<file path="src/hdl/cat_pkg.sv">
`timescale 1ns / 1ps
// ----------------------------------------------------------------------------
// cat_pkg: shared types and constants for the compacting array table
// Holds the word formats of both channels, the command and status codes and
// the control word that the table broadcasts to its row of storage cells.
// ----------------------------------------------------------------------------
package cat_pkg;

    localparam int DEPTH  = 8;
    localparam int DATA_W = 32;
    localparam int IDX_W  = 8;
    localparam int CMD_W  = 3;
    localparam int POS_W  = (DEPTH > 1) ? $clog2(DEPTH) : 1;
    localparam int CNT_W  = $clog2(DEPTH + 1);

    typedef enum logic [CMD_W-1:0] {
        CMD_APPEND = 3'd0,
        CMD_INSERT = 3'd1,
        CMD_EDIT   = 3'd2,
        CMD_DELETE = 3'd3,
        CMD_READ   = 3'd4,
        CMD_FIND   = 3'd5
    } t_cmd;

    typedef enum logic [2:0] {
        ST_OK       = 3'd0,
        ST_OVERFLOW = 3'd1,
        ST_RANGE    = 3'd2,
        ST_FILLED   = 3'd3,
        ST_EMPTY    = 3'd4
    } t_status;

    typedef struct packed {
        logic [CMD_W-1:0]         command;
        logic [IDX_W-1:0]         slot_index;
        logic signed [DATA_W-1:0] data_value;
    } t_in_word;

    typedef struct packed {
        t_status                  status;
        logic signed [DATA_W-1:0] read_value;
        logic                     found;
        logic [IDX_W-1:0]         found_index;
        logic [IDX_W-1:0]         element_count;
        logic                     empty_flag;
        logic                     full_flag;
    } t_out_word;

    // Control broadcast to every cell. The data field is both the value to
    // store and the value to search for.
    typedef struct packed {
        logic                     write;
        logic                     shift;
        logic [POS_W-1:0]         pos;
        logic signed [DATA_W-1:0] data;
    } t_cell_ctl;

endpackage

</file>
<file path="src/hdl/cat_cell.sv">
`timescale 1ns / 1ps
// ----------------------------------------------------------------------------
// cat_cell: one storage cell of the compacting array table
// Holds one entry, takes its upper neighbor's entry when a delete closes a
// gap at or below it, and forms its part of the first-match search chain.
// ----------------------------------------------------------------------------
module cat_cell
    import cat_pkg::*;
(
    input  logic                     i_clk,
    input  logic [POS_W-1:0]         i_cell_pos,
    input  t_cell_ctl                i_ctl,
    input  logic                     i_filled,
    input  logic signed [DATA_W-1:0] i_next_value,
    input  logic                     i_hit_in,
    output logic                     o_hit_out,
    output logic                     o_first,
    output logic signed [DATA_W-1:0] o_value
);

    logic signed [DATA_W-1:0] r_value;
    logic signed [DATA_W-1:0] n_value;
    logic                     match;

    always_comb begin
        n_value = r_value;
        if (i_ctl.write && (i_ctl.pos == i_cell_pos)) begin
            n_value = i_ctl.data;
        end else if (i_ctl.shift && (i_cell_pos >= i_ctl.pos)) begin
            n_value = i_next_value;
        end
    end

    always_ff @(posedge i_clk) begin
        r_value <= n_value;
    end

    assign match     = i_filled && (r_value == i_ctl.data);
    assign o_first   = match && !i_hit_in;
    assign o_hit_out = i_hit_in || match;
    assign o_value   = r_value;

endmodule

</file>
<file path="src/hdl/compacting_array_table.sv">
`timescale 1ns / 1ps
// ----------------------------------------------------------------------------
// compacting_array_table: packed list of signed words with a fill count
// Decodes one command word per cycle, drives the row of storage cells and
// registers the result word for the output channel.
// ----------------------------------------------------------------------------
// The result word is registered and valid in the cycle after acceptance.
// Throughput: one command per cycle; every command, a delete with its shift
// and a find over all cells included, finishes in the single cell update.
// A new command is taken while the output register is empty or being read.
// Reset clears the fill count and the output valid; entries are not cleared
// and are never read before they are written.
module compacting_array_table
    import cat_pkg::*;
(
    input  logic      i_clk,
    input  logic      i_rst_n,
    input  logic      i_in_valid,
    output logic      o_in_ready,
    input  t_in_word  i_in_word,
    output logic      o_out_valid,
    input  logic      i_out_ready,
    output t_out_word o_out_word
);

    logic [CNT_W-1:0]         r_count;
    logic [CNT_W-1:0]         n_count;
    logic                     r_out_valid;
    t_out_word                r_out;
    t_out_word                n_out;

    logic                     in_fire;
    logic                     in_range;
    logic                     idx_filled;
    logic                     full;
    logic [POS_W-1:0]         idx_pos;
    logic [POS_W-1:0]         count_pos;
    logic                     do_write;
    logic                     do_shift;
    logic [POS_W-1:0]         sel_pos;
    t_status                  status;
    logic signed [DATA_W-1:0] rd_value;
    logic                     found;
    logic [IDX_W-1:0]         found_index;
    t_cell_ctl                ctl;

    logic signed [DATA_W-1:0] cell_value [DEPTH];
    logic [DEPTH-1:0]         cell_filled;
    logic [DEPTH-1:0]         cell_first;
    logic [DEPTH:0]           hit_chain;

    assign o_in_ready = !r_out_valid || i_out_ready;
    assign in_fire    = i_in_valid && o_in_ready;

    assign in_range   = i_in_word.slot_index < IDX_W'(DEPTH);
    assign idx_filled = i_in_word.slot_index < IDX_W'(r_count);
    assign full       = r_count == CNT_W'(DEPTH);
    assign idx_pos    = i_in_word.slot_index[POS_W-1:0];
    assign count_pos  = r_count[POS_W-1:0];

    // Row of cells; the search hit travels from position zero upward.
    assign hit_chain[0] = 1'b0;
    genvar g;
    generate
        for (g = 0; g < DEPTH; g++) begin : g_cell
            logic signed [DATA_W-1:0] next_value;
            if (g < DEPTH - 1) begin : g_mid
                assign next_value = cell_value[g+1];
            end else begin : g_last
                assign next_value = cell_value[g];
            end
            assign cell_filled[g] = CNT_W'(g) < r_count;
            cat_cell u_cell (
                .i_clk        (i_clk),
                .i_cell_pos   (POS_W'(g)),
                .i_ctl        (ctl),
                .i_filled     (cell_filled[g]),
                .i_next_value (next_value),
                .i_hit_in     (hit_chain[g]),
                .o_hit_out    (hit_chain[g+1]),
                .o_first      (cell_first[g]),
                .o_value      (cell_value[g])
            );
        end
    endgenerate

    always_comb begin
        found_index = '0;
        for (int i = 0; i < DEPTH; i++) begin
            if (cell_first[i]) begin
                found_index = found_index | IDX_W'(i);
            end
        end
    end

    always_comb begin
        status   = ST_OK;
        do_write = 1'b0;
        do_shift = 1'b0;
        sel_pos  = idx_pos;
        n_count  = r_count;
        rd_value = '0;
        found    = 1'b0;
        case (t_cmd'(i_in_word.command))
            CMD_APPEND: begin
                if (full) begin
                    status = ST_OVERFLOW;
                end else begin
                    do_write = 1'b1;
                    sel_pos  = count_pos;
                    n_count  = r_count + CNT_W'(1);
                end
            end
            CMD_INSERT: begin
                if (!in_range) begin
                    status = ST_RANGE;
                end else if (!idx_filled) begin
                    do_write = 1'b1;
                    sel_pos  = count_pos;
                    n_count  = r_count + CNT_W'(1);
                end else begin
                    status = ST_FILLED;
                end
            end
            CMD_EDIT: begin
                if (!in_range) begin
                    status = ST_RANGE;
                end else if (!idx_filled) begin
                    do_write = 1'b1;
                    sel_pos  = count_pos;
                    n_count  = r_count + CNT_W'(1);
                end else begin
                    do_write = 1'b1;
                end
            end
            CMD_DELETE: begin
                if (!in_range) begin
                    status = ST_RANGE;
                end else if (idx_filled) begin
                    do_shift = 1'b1;
                    n_count  = r_count - CNT_W'(1);
                end
            end
            CMD_READ: begin
                if (!in_range) begin
                    status = ST_RANGE;
                end else if (idx_filled) begin
                    rd_value = cell_value[idx_pos];
                end else begin
                    status = ST_EMPTY;
                end
            end
            CMD_FIND: begin
                found = hit_chain[DEPTH];
            end
            default: begin
            end
        endcase
    end

    always_comb begin
        ctl.write = do_write && in_fire;
        ctl.shift = do_shift && in_fire;
        ctl.pos   = sel_pos;
        ctl.data  = i_in_word.data_value;
    end

    always_comb begin
        n_out.status        = status;
        n_out.read_value    = rd_value;
        n_out.found         = found;
        n_out.found_index   = found ? found_index : '0;
        n_out.element_count = IDX_W'(n_count);
        n_out.empty_flag    = n_count == '0;
        n_out.full_flag     = n_count == CNT_W'(DEPTH);
    end

    always_ff @(posedge i_clk) begin
        if (!i_rst_n) begin
            r_count     <= '0;
            r_out_valid <= 1'b0;
        end else begin
            if (in_fire) begin
                r_count     <= n_count;
                r_out_valid <= 1'b1;
            end else if (i_out_ready) begin
                r_out_valid <= 1'b0;
            end
        end
    end

    always_ff @(posedge i_clk) begin
        if (in_fire) begin
            r_out <= n_out;
        end
    end

    assign o_out_valid = r_out_valid;
    assign o_out_word  = r_out;

    a_count_bound: assert property (@(posedge i_clk) disable iff (!i_rst_n)
        r_count <= CNT_W'(DEPTH))
        else $error("fill count exceeds capacity");

    a_error_keeps_count: assert property (@(posedge i_clk) disable iff (!i_rst_n)
        (in_fire && status != ST_OK) |=> r_count == $past(r_count))
        else $error("failed command changed the fill count");

    a_append_grows: assert property (@(posedge i_clk) disable iff (!i_rst_n)
        (in_fire && t_cmd'(i_in_word.command) == CMD_APPEND && !full)
        |=> r_count == $past(r_count) + CNT_W'(1))
        else $error("append did not grow the list");

    a_result_follows: assert property (@(posedge i_clk) disable iff (!i_rst_n)
        in_fire |=> (r_out_valid && o_out_word.element_count == IDX_W'(r_count)))
        else $error("result word missing or count mismatch");

    a_single_first: assert property (@(posedge i_clk) disable iff (!i_rst_n)
        $onehot0(cell_first))
        else $error("more than one first match");

endmodule
</file>
<file path="config.mk">
export PLATFORM = sky130hd
export DESIGN_NAME = compacting_array_table
export DESIGN_NICKNAME = d
export VERILOG_FILES = /design/src/hdl/cat_pkg.sv /design/src/hdl/cat_cell.sv /design/src/hdl/compacting_array_table.sv
export SDC_FILE = /design/constraint.sdc
export NUM_CORES = 1
export LEC_CHECK = 0
export ABC_AREA = 1
export BUFFER_PORTS_ARGS = -buffer_cell sky130_fd_sc_hd__buf_2
export CORE_UTILIZATION = 50
export DETAILED_ROUTE_END_ITERATION = 6
export PLACE_DENSITY = 0.67
export SLEW_MARGIN = 20
export SYNTH_ARGS = -nofsm -noshare
export SYNTH_HDL_FRONTEND = slang
export SYNTH_SLANG_ARGS = --single-unit
</file>
<file path="constraint.sdc">
create_clock -name i_clk -period 7.6 [get_ports i_clk]
set_clock_uncertainty 0.2 [all_clocks]
set_input_delay 1.52 -clock i_clk [delete_from_list [all_inputs] [get_ports i_clk]]
set_output_delay 1.52 -clock i_clk [all_outputs]
set_load 0.01 [all_outputs]
</file>
==> After elaboration in Yosys (flattened, before gate mapping) <==
Cells that the tools add are included.
{ "totals": {"register_bits": 311, "latch_bits": 0, "mem_bits_rw": 0, "rom_bits": 0, "inputBits": 47, "out_inout_bits": 56, "wordCells": 175, "mem_count": 0} }
{ "op_classes": {"n_addsub": 2, "n_mul": 0, "n_div": 0, "order_cmp": 18, "eq_ne": 22, "shift": 0, "muxes": 52, "n_bitwise": 1, "n_reduce_logical": 63} }
{ "ops": {"columns": ["operator", "count"], "rows": [
  ["32-bit 2-to-1 mux", 16],
  ["32-bit == test", 8],
  ["32-bit binary-select mux with 3-bit select", 1],
  ["1-bit logical AND", 33],
  ["3-bit 2-to-1 mux", 9],
  ["4-bit 2-to-1 mux", 5],
  ["3-bit == test, second input constant", 6],
  ["3-bit by 4-bit less-than comparator with 1-bit output, first input constant", 4],
  ["2-bit nonzero test", 8],
  ["3-bit by 2-bit == test with 1-bit output, second input constant", 4],
  ["1-bit 2-to-1 mux", 12],
  ["3-bit one-hot mux with 4 select lines", 1],
  ["4-bit one-hot mux with 3 select lines", 1],
  ["2-bit 2-to-1 mux", 5],
  ["3-bit greater-or-equal comparator, first input constant", 3],
  ["4-bit == test, second input constant", 2],
  ["1-bit zero test", 8],
  ["1-bit logical OR", 8],
  ["1-bit by 4-bit less-than comparator with 1-bit output, first input constant", 2],
  ["2-bit by 4-bit less-than comparator with 1-bit output, first input constant", 2],
  ["8-bit by 4-bit less-than comparator with 1-bit output", 1],
  ["8-bit by 4-bit less-than comparator with 1-bit output, second input constant", 1],
  ["3-bit by 1-bit == test with 1-bit output, second input constant", 2],
  ["1-bit by 3-bit greater-or-equal comparator with 1-bit output, first input constant", 2],
  ["11 further kinds", 14]
]} }

==> Depth between registers and ports, before layout <==
{ "depth": {"depth_word": 11, "mapped_depth": 19, "mapped_depth_nobuf": 17} }

==> Hierarchy <==
Synthesis repeated with hierarchy kept, for this count alone.
{ "unflattened": {"cells_unflattened": 2723, "hier_area_um2": 20793.7} }
{ "modules_own_cells": {"columns": ["module", "instances", "cells_each", "area_each_um2", "seq_area_each_um2"], "rows": [
  ["cat_cell at g_cell[1].u_cell ...", 4, 252, 2014.4, 960.9],
  ["cat_cell at g_cell[0].u_cell ...", 4, 250, 1999.4, 960.9],
  ["compacting_array_table", 1, 715, 4738.3, 1451.4]
]} }

==> Worst setup path after synthesis <==
Ideal clock, no wire load.
{ "synth_path": {"path_type": "input to register", "from": "input port i_in_word[35] in the netlist's numbering", "to": "register g_cell[7].u_cell.r_value[0], enable pin", "setup_time_ns": 0.461, "arrival_ns": 5.108, "t_required_ns": 6.939, "setup_slack_ns": 1.831, "stages": 11, "path_buffers": 2, "cell_sequence": "ha_1 nand2_1 nor3b_2 nand2_4 nand2_2 nand3_1 nand3b_1 nand2_1 buf_4 buf_4 nor3_1"} }
{ "synth_between": {"elab_chain_len": 6, "word_cells_on_any_way": 12, "classes_between": "order compare (2); eq/ne (1); mux (7); reduce/logical (2)"} }
{ "synth_lines": {"columns": ["item", "line_no", "text"], "rows": [
  ["start: declaration", "compacting_array_table.sv:20", "input t_in_word i_in_word,"],
  ["8-bit by 4-bit less-than comparator with 1-bit output", "compacting_array_table.sv:56", "assign idx_filled = i_in_word.slot_index < IDX_W'(r_count);"],
  ["3-bit 2-to-1 mux / 1-bit 2-to-1 mux (equally long branches)", "compacting_array_table.sv:117, compacting_array_table.sv:128", null],
  ["3-bit 2-to-1 mux / 1-bit 2-to-1 mux (equally long branches)", "compacting_array_table.sv:115", "if (!in_range) begin"],
  ["3-bit one-hot mux with 2 select lines / 1-bit one-hot mux with 3 select lines (equally long branches)", "compacting_array_table.sv:104", "case (t_cmd'(i_in_word.command))"],
  ["3-bit == test / 1-bit logical AND (equally long branches)", "cat_cell.sv:27, compacting_array_table.sv:162", null],
  ["1-bit logical AND (*)", "cat_cell.sv:27", "if (i_ctl.write && (i_ctl.pos == i_cell_pos)) begin"],
  ["end signal: assignment", "cat_cell.sv:35", "r_value <= n_value;"],
  ["end: declaration", "cat_cell.sv:21", "logic signed [DATA_W-1:0] r_value;"]
]} }
Every way passes the cells marked *; elsewhere a longest branch is shown, timed or not.
A chain may end at the register's enable or synchronous reset.

==> Worst setup path in the final report <==
{ "layout_path": {"from": "input port i_in_word[33] in the netlist's numbering", "to": "register g_cell[5].u_cell.r_value[17], enable pin"} }
{ "layout_between": {"elab_chain_len": 7, "word_cells_on_any_way": 20, "classes_between": "order compare (3); eq/ne (1); mux (11); reduce/logical (5)"} }
{ "layout_lines": {"columns": ["item", "line_no", "text"], "rows": [
  ["8-bit by 4-bit less-than comparator with 1-bit output", "compacting_array_table.sv:56", null],
  ["3-bit 2-to-1 mux, or another cell as far along", "compacting_array_table.sv:117, compacting_array_table.sv:128", null],
  ["3-bit 2-to-1 mux, or another cell as far along", "compacting_array_table.sv:115", null],
  ["3-bit one-hot mux with 2 select lines, or another cell as far along", "compacting_array_table.sv:104", null],
  ["3-bit greater-or-equal comparator, or another cell as far along", "cat_cell.sv:29", "end else if (i_ctl.shift && (i_cell_pos >= i_ctl.pos)) begin"],
  ["1-bit logical AND, on equally long branches", "cat_cell.sv:29, cat_cell.sv:27", null],
  ["2-bit nonzero test (no source line) (*)", null, null],
  ["end signal: assignment", "cat_cell.sv:35", null],
  ["end: declaration", "cat_cell.sv:21", null]
]} }
Marks and branches as above.

==> flow_metrics.tcl <==
set metrics [dict create \
    grt_pass1_vias 16163 \
    root_buffer "clkbuf_16" \
    drv_slew 0 \
    dieArea_um2 39610 \
    hold_buffers 0 \
    ys_seq_elements 306 \
    routed_wl_um 71670 \
    via_count 17565 \
    ir_drop_mv 0.1742 \
    hold_viol 0 \
    gp_congestion 1.058 \
    drcViolationCount 0 \
    ys_seq_area_share_pct 47.09 \
    rsz0062_at_grt "no" \
    netlist.area_leader.share_pct 46.57 \
    syn_inst 2435 \
    clk_path_buf_depth 3 \
    status "complete, no violations" \
    die_y_um 199.0 \
    ys_types 46 \
    fmax_mhz 190.5 \
    gr-total-overflow 0 \
    cp_max_fo 65 \
    cts_resized 0 \
    wl_per_cell_um 24.18 \
    fin_nets 2477 \
    cts_max_level 2 \
    clk_pin_slew_worst_paths_ns 0.06 \
    rows 71 \
    synth_ff_type "edfxtp_1" \
    holdWs_ns 0.3065 \
    setup_total_negative_slack_ns 0 \
    synth_area_leaders "edfxtp_1, nand2_1, o21ai_0, xnor2_1, nor2_1" \
    drive_gt1_share_pct 11.09 \
    arrival_ns 5.11 \
    ant_nets 0 \
    initial_core_util_pct 51.16 \
    post-route-period-util_pct 69.06 \
    coreArea_um2 37930 \
    cp-startpoint "i_in_word[33]" \
    viasPerCell 5.926 \
    yosys_warnings 0 \
    cp-start-kind "input port" \
    area_growth_pct 7.736 \
    synth_edf_count 301 \
    grt_max_degree 77 \
    post_cts_buffers 0 \
    rr_startpoint "r_count[3]" \
    layout_min_cycle_time_ns 5.248 \
    antenna_found_initial 1 \
    diodes 0 \
    cellLeakagePower_nw 8.804 \
    max_slew_margin_pct 22.26 \
    drtIter0Drc 2508 \
    die_w_um 199.0 \
    fill_cells 3599 \
    track_usage_pct 36.82 \
    drv_cap 0 \
    clock_sinks 306 \
    io_pins 103 \
    worst_pin_slew_ns 1.162 \
    power_density_nw_per_um2 193.1 \
    cts_buffers 37 \
    worstPathRequired_ns 7.46 \
    critPathKind "in -> reg" \
    clk-insertion-delay-late_ns 0.56 \
    syn_area_per_cell_um2 7.970 \
    syn-cell-area_um2 19410 \
    yosys.area.top_type "edfxtp_1" \
    final-setup-viol-count 0 \
    cts_tree "yes" \
    dpl.hpwl_um 49260 \
    first_pass_iters 6 \
    grt_pass1_wl_um 105500 \
    worstSetupEndpointType "register" \
    min_from "o_out_valid" \
    place.port_buffers 93 \
    min_path_type "reg -> reg" \
    synthArstFlopShare_pct 0 \
]
-- flip-flops by register name, indices dropped and copies added, names as in the netlist --
register               cells
o_out_word                45
o_out_valid                1
g_cell.u_cell.o_value    256
r_count                    4
-- per-layer routing --
| layer | global-route usage [%] | vias to the layer above | share of wire [%] |
|---|---|---|---|
| met5 | 0 | - | 0 |
| met2 | 54.70 | 1106 | 44 |
| met4 | 18.43 | 0 | 4.9 |
| li1 | - | 8035 | - |
| met3 | 8.427 | 168 | 12 |
| met1 | 50.32 | 8256 | 40 |
-- power breakdown --
group          internal (mW)  total [mW]  switching (mW)  leakage (nW)
logic                  0.112       0.440           0.328          5.45
registers               1.86        1.87          0.0139          2.80
clock network          0.970        1.72           0.755         0.559
total                   2.94        4.04            1.10          8.80
-- metrics by stage --
step / total power [mW] / util, % / setup WS [ns] / instance area [um^2] / std cells
6_report: 4.038 / 55.12 / 2.352 / 20910 / 2964
3_3_place_gp: 2.332 / 52.11 / 1.888 / 19770 / 2896
2_1_floorplan: 2.190 / - / 1.831 / 19440 / 2443
3_5_place_dp: 2.336 / 52.14 / 1.829 / 19780 / 2896
5_1_grt: 4.130 / 55.12 / 2.129 / 20910 / 2964
4_1_cts: 4.035 / 55.12 / 2.403 / 20910 / 2964
-- cell type report --
class / count / area [um^2] / area share (%)
clock buffer: 46 / 1002 / 4.793
tap: 511 / 639.4 / 3.058
multi-input combinational: 1761 / 8611 / 41.18
inverter: 206 / 775.7 / 3.710
sequential: 306 / 9139 / 43.71
clock inverter: 22 / 128.9 / 0.6164
timing repair buffer: 112 / 613.1 / 2.932
-- cell usage after synthesis, drive strengths merged (5+ instances only) --
cell type and n:
nand4 53, clkinv 5, xor2 28, clkbuf 67
xnor2 87, inv 201, dfxtp 5, nand2 768
edfxtp 301, or2 5, buf 103, o22ai 28
o21ai 405, nor3 7, nor2 200, ha 6
a21oi 107, nand3 46
-- kinds of logic after synthesis --
| logic type | share of synthesized area (%) |
|---|---|
| fa+ha+maj | 0.3868 |
| buf+inv | 9.013 |
| simple gates | 22.78 |
| compound gates | 15.52 |
| other cells | 0.01932 |
| xor+xnor | 5.190 |
| flops | 47.09 |
-- worst max-delay path, stage by stage --
cell and delay (ns):
buf_4 0.45, ha_1 0.33, o21ai_1 0.07, nand2_1 0.06
nand3_1 0.11, nand2_4 0.11, nand2_2 0.12, inv_2 0.04
nand2_1 0.05, nand2_1 0.05, nand2_2 0.10, inv_2 0.29
nand2_1 0.17, inv_2 0.07, nand2_2 0.05, buf_4 0.66
nand2_2 0.81
-- placed cells by master, fill, tap and decap left out, types with 39 or more instances in the layout --
cell / netlist / routed
xnor2_1: 87 / 87
nand3_1: 43 / 42
nand4_1: 53 / 53
o21ai_2: 58 / 58
clkbuf_16: 0 / 39
buf_2: 50 / 91
nor2_1: 195 / 195
inv_1: 189 / 188
nand2_1: 756 / 747
o21ai_1: 112 / 112
o21ai_0: 235 / 234
edfxtp_1: 301 / 301
a21oi_1: 107 / 107
-- path summary, 6_finish.rpt --
| kind | slack (ns) | end | cells past startpoint |
|---|---|---|---|
| worst min register to register | 0.31 | o_out_valid | 2 |
| worst max register to register | 2.68 | g_cell[5].u_cell.o_value[17] | 16 |
| worst min-delay path | 0.31 | o_out_valid | 2 |
| worst max-delay path | 2.35 | g_cell[5].u_cell.o_value[17] | 17 |
Power figures use the tool's default switching activity.
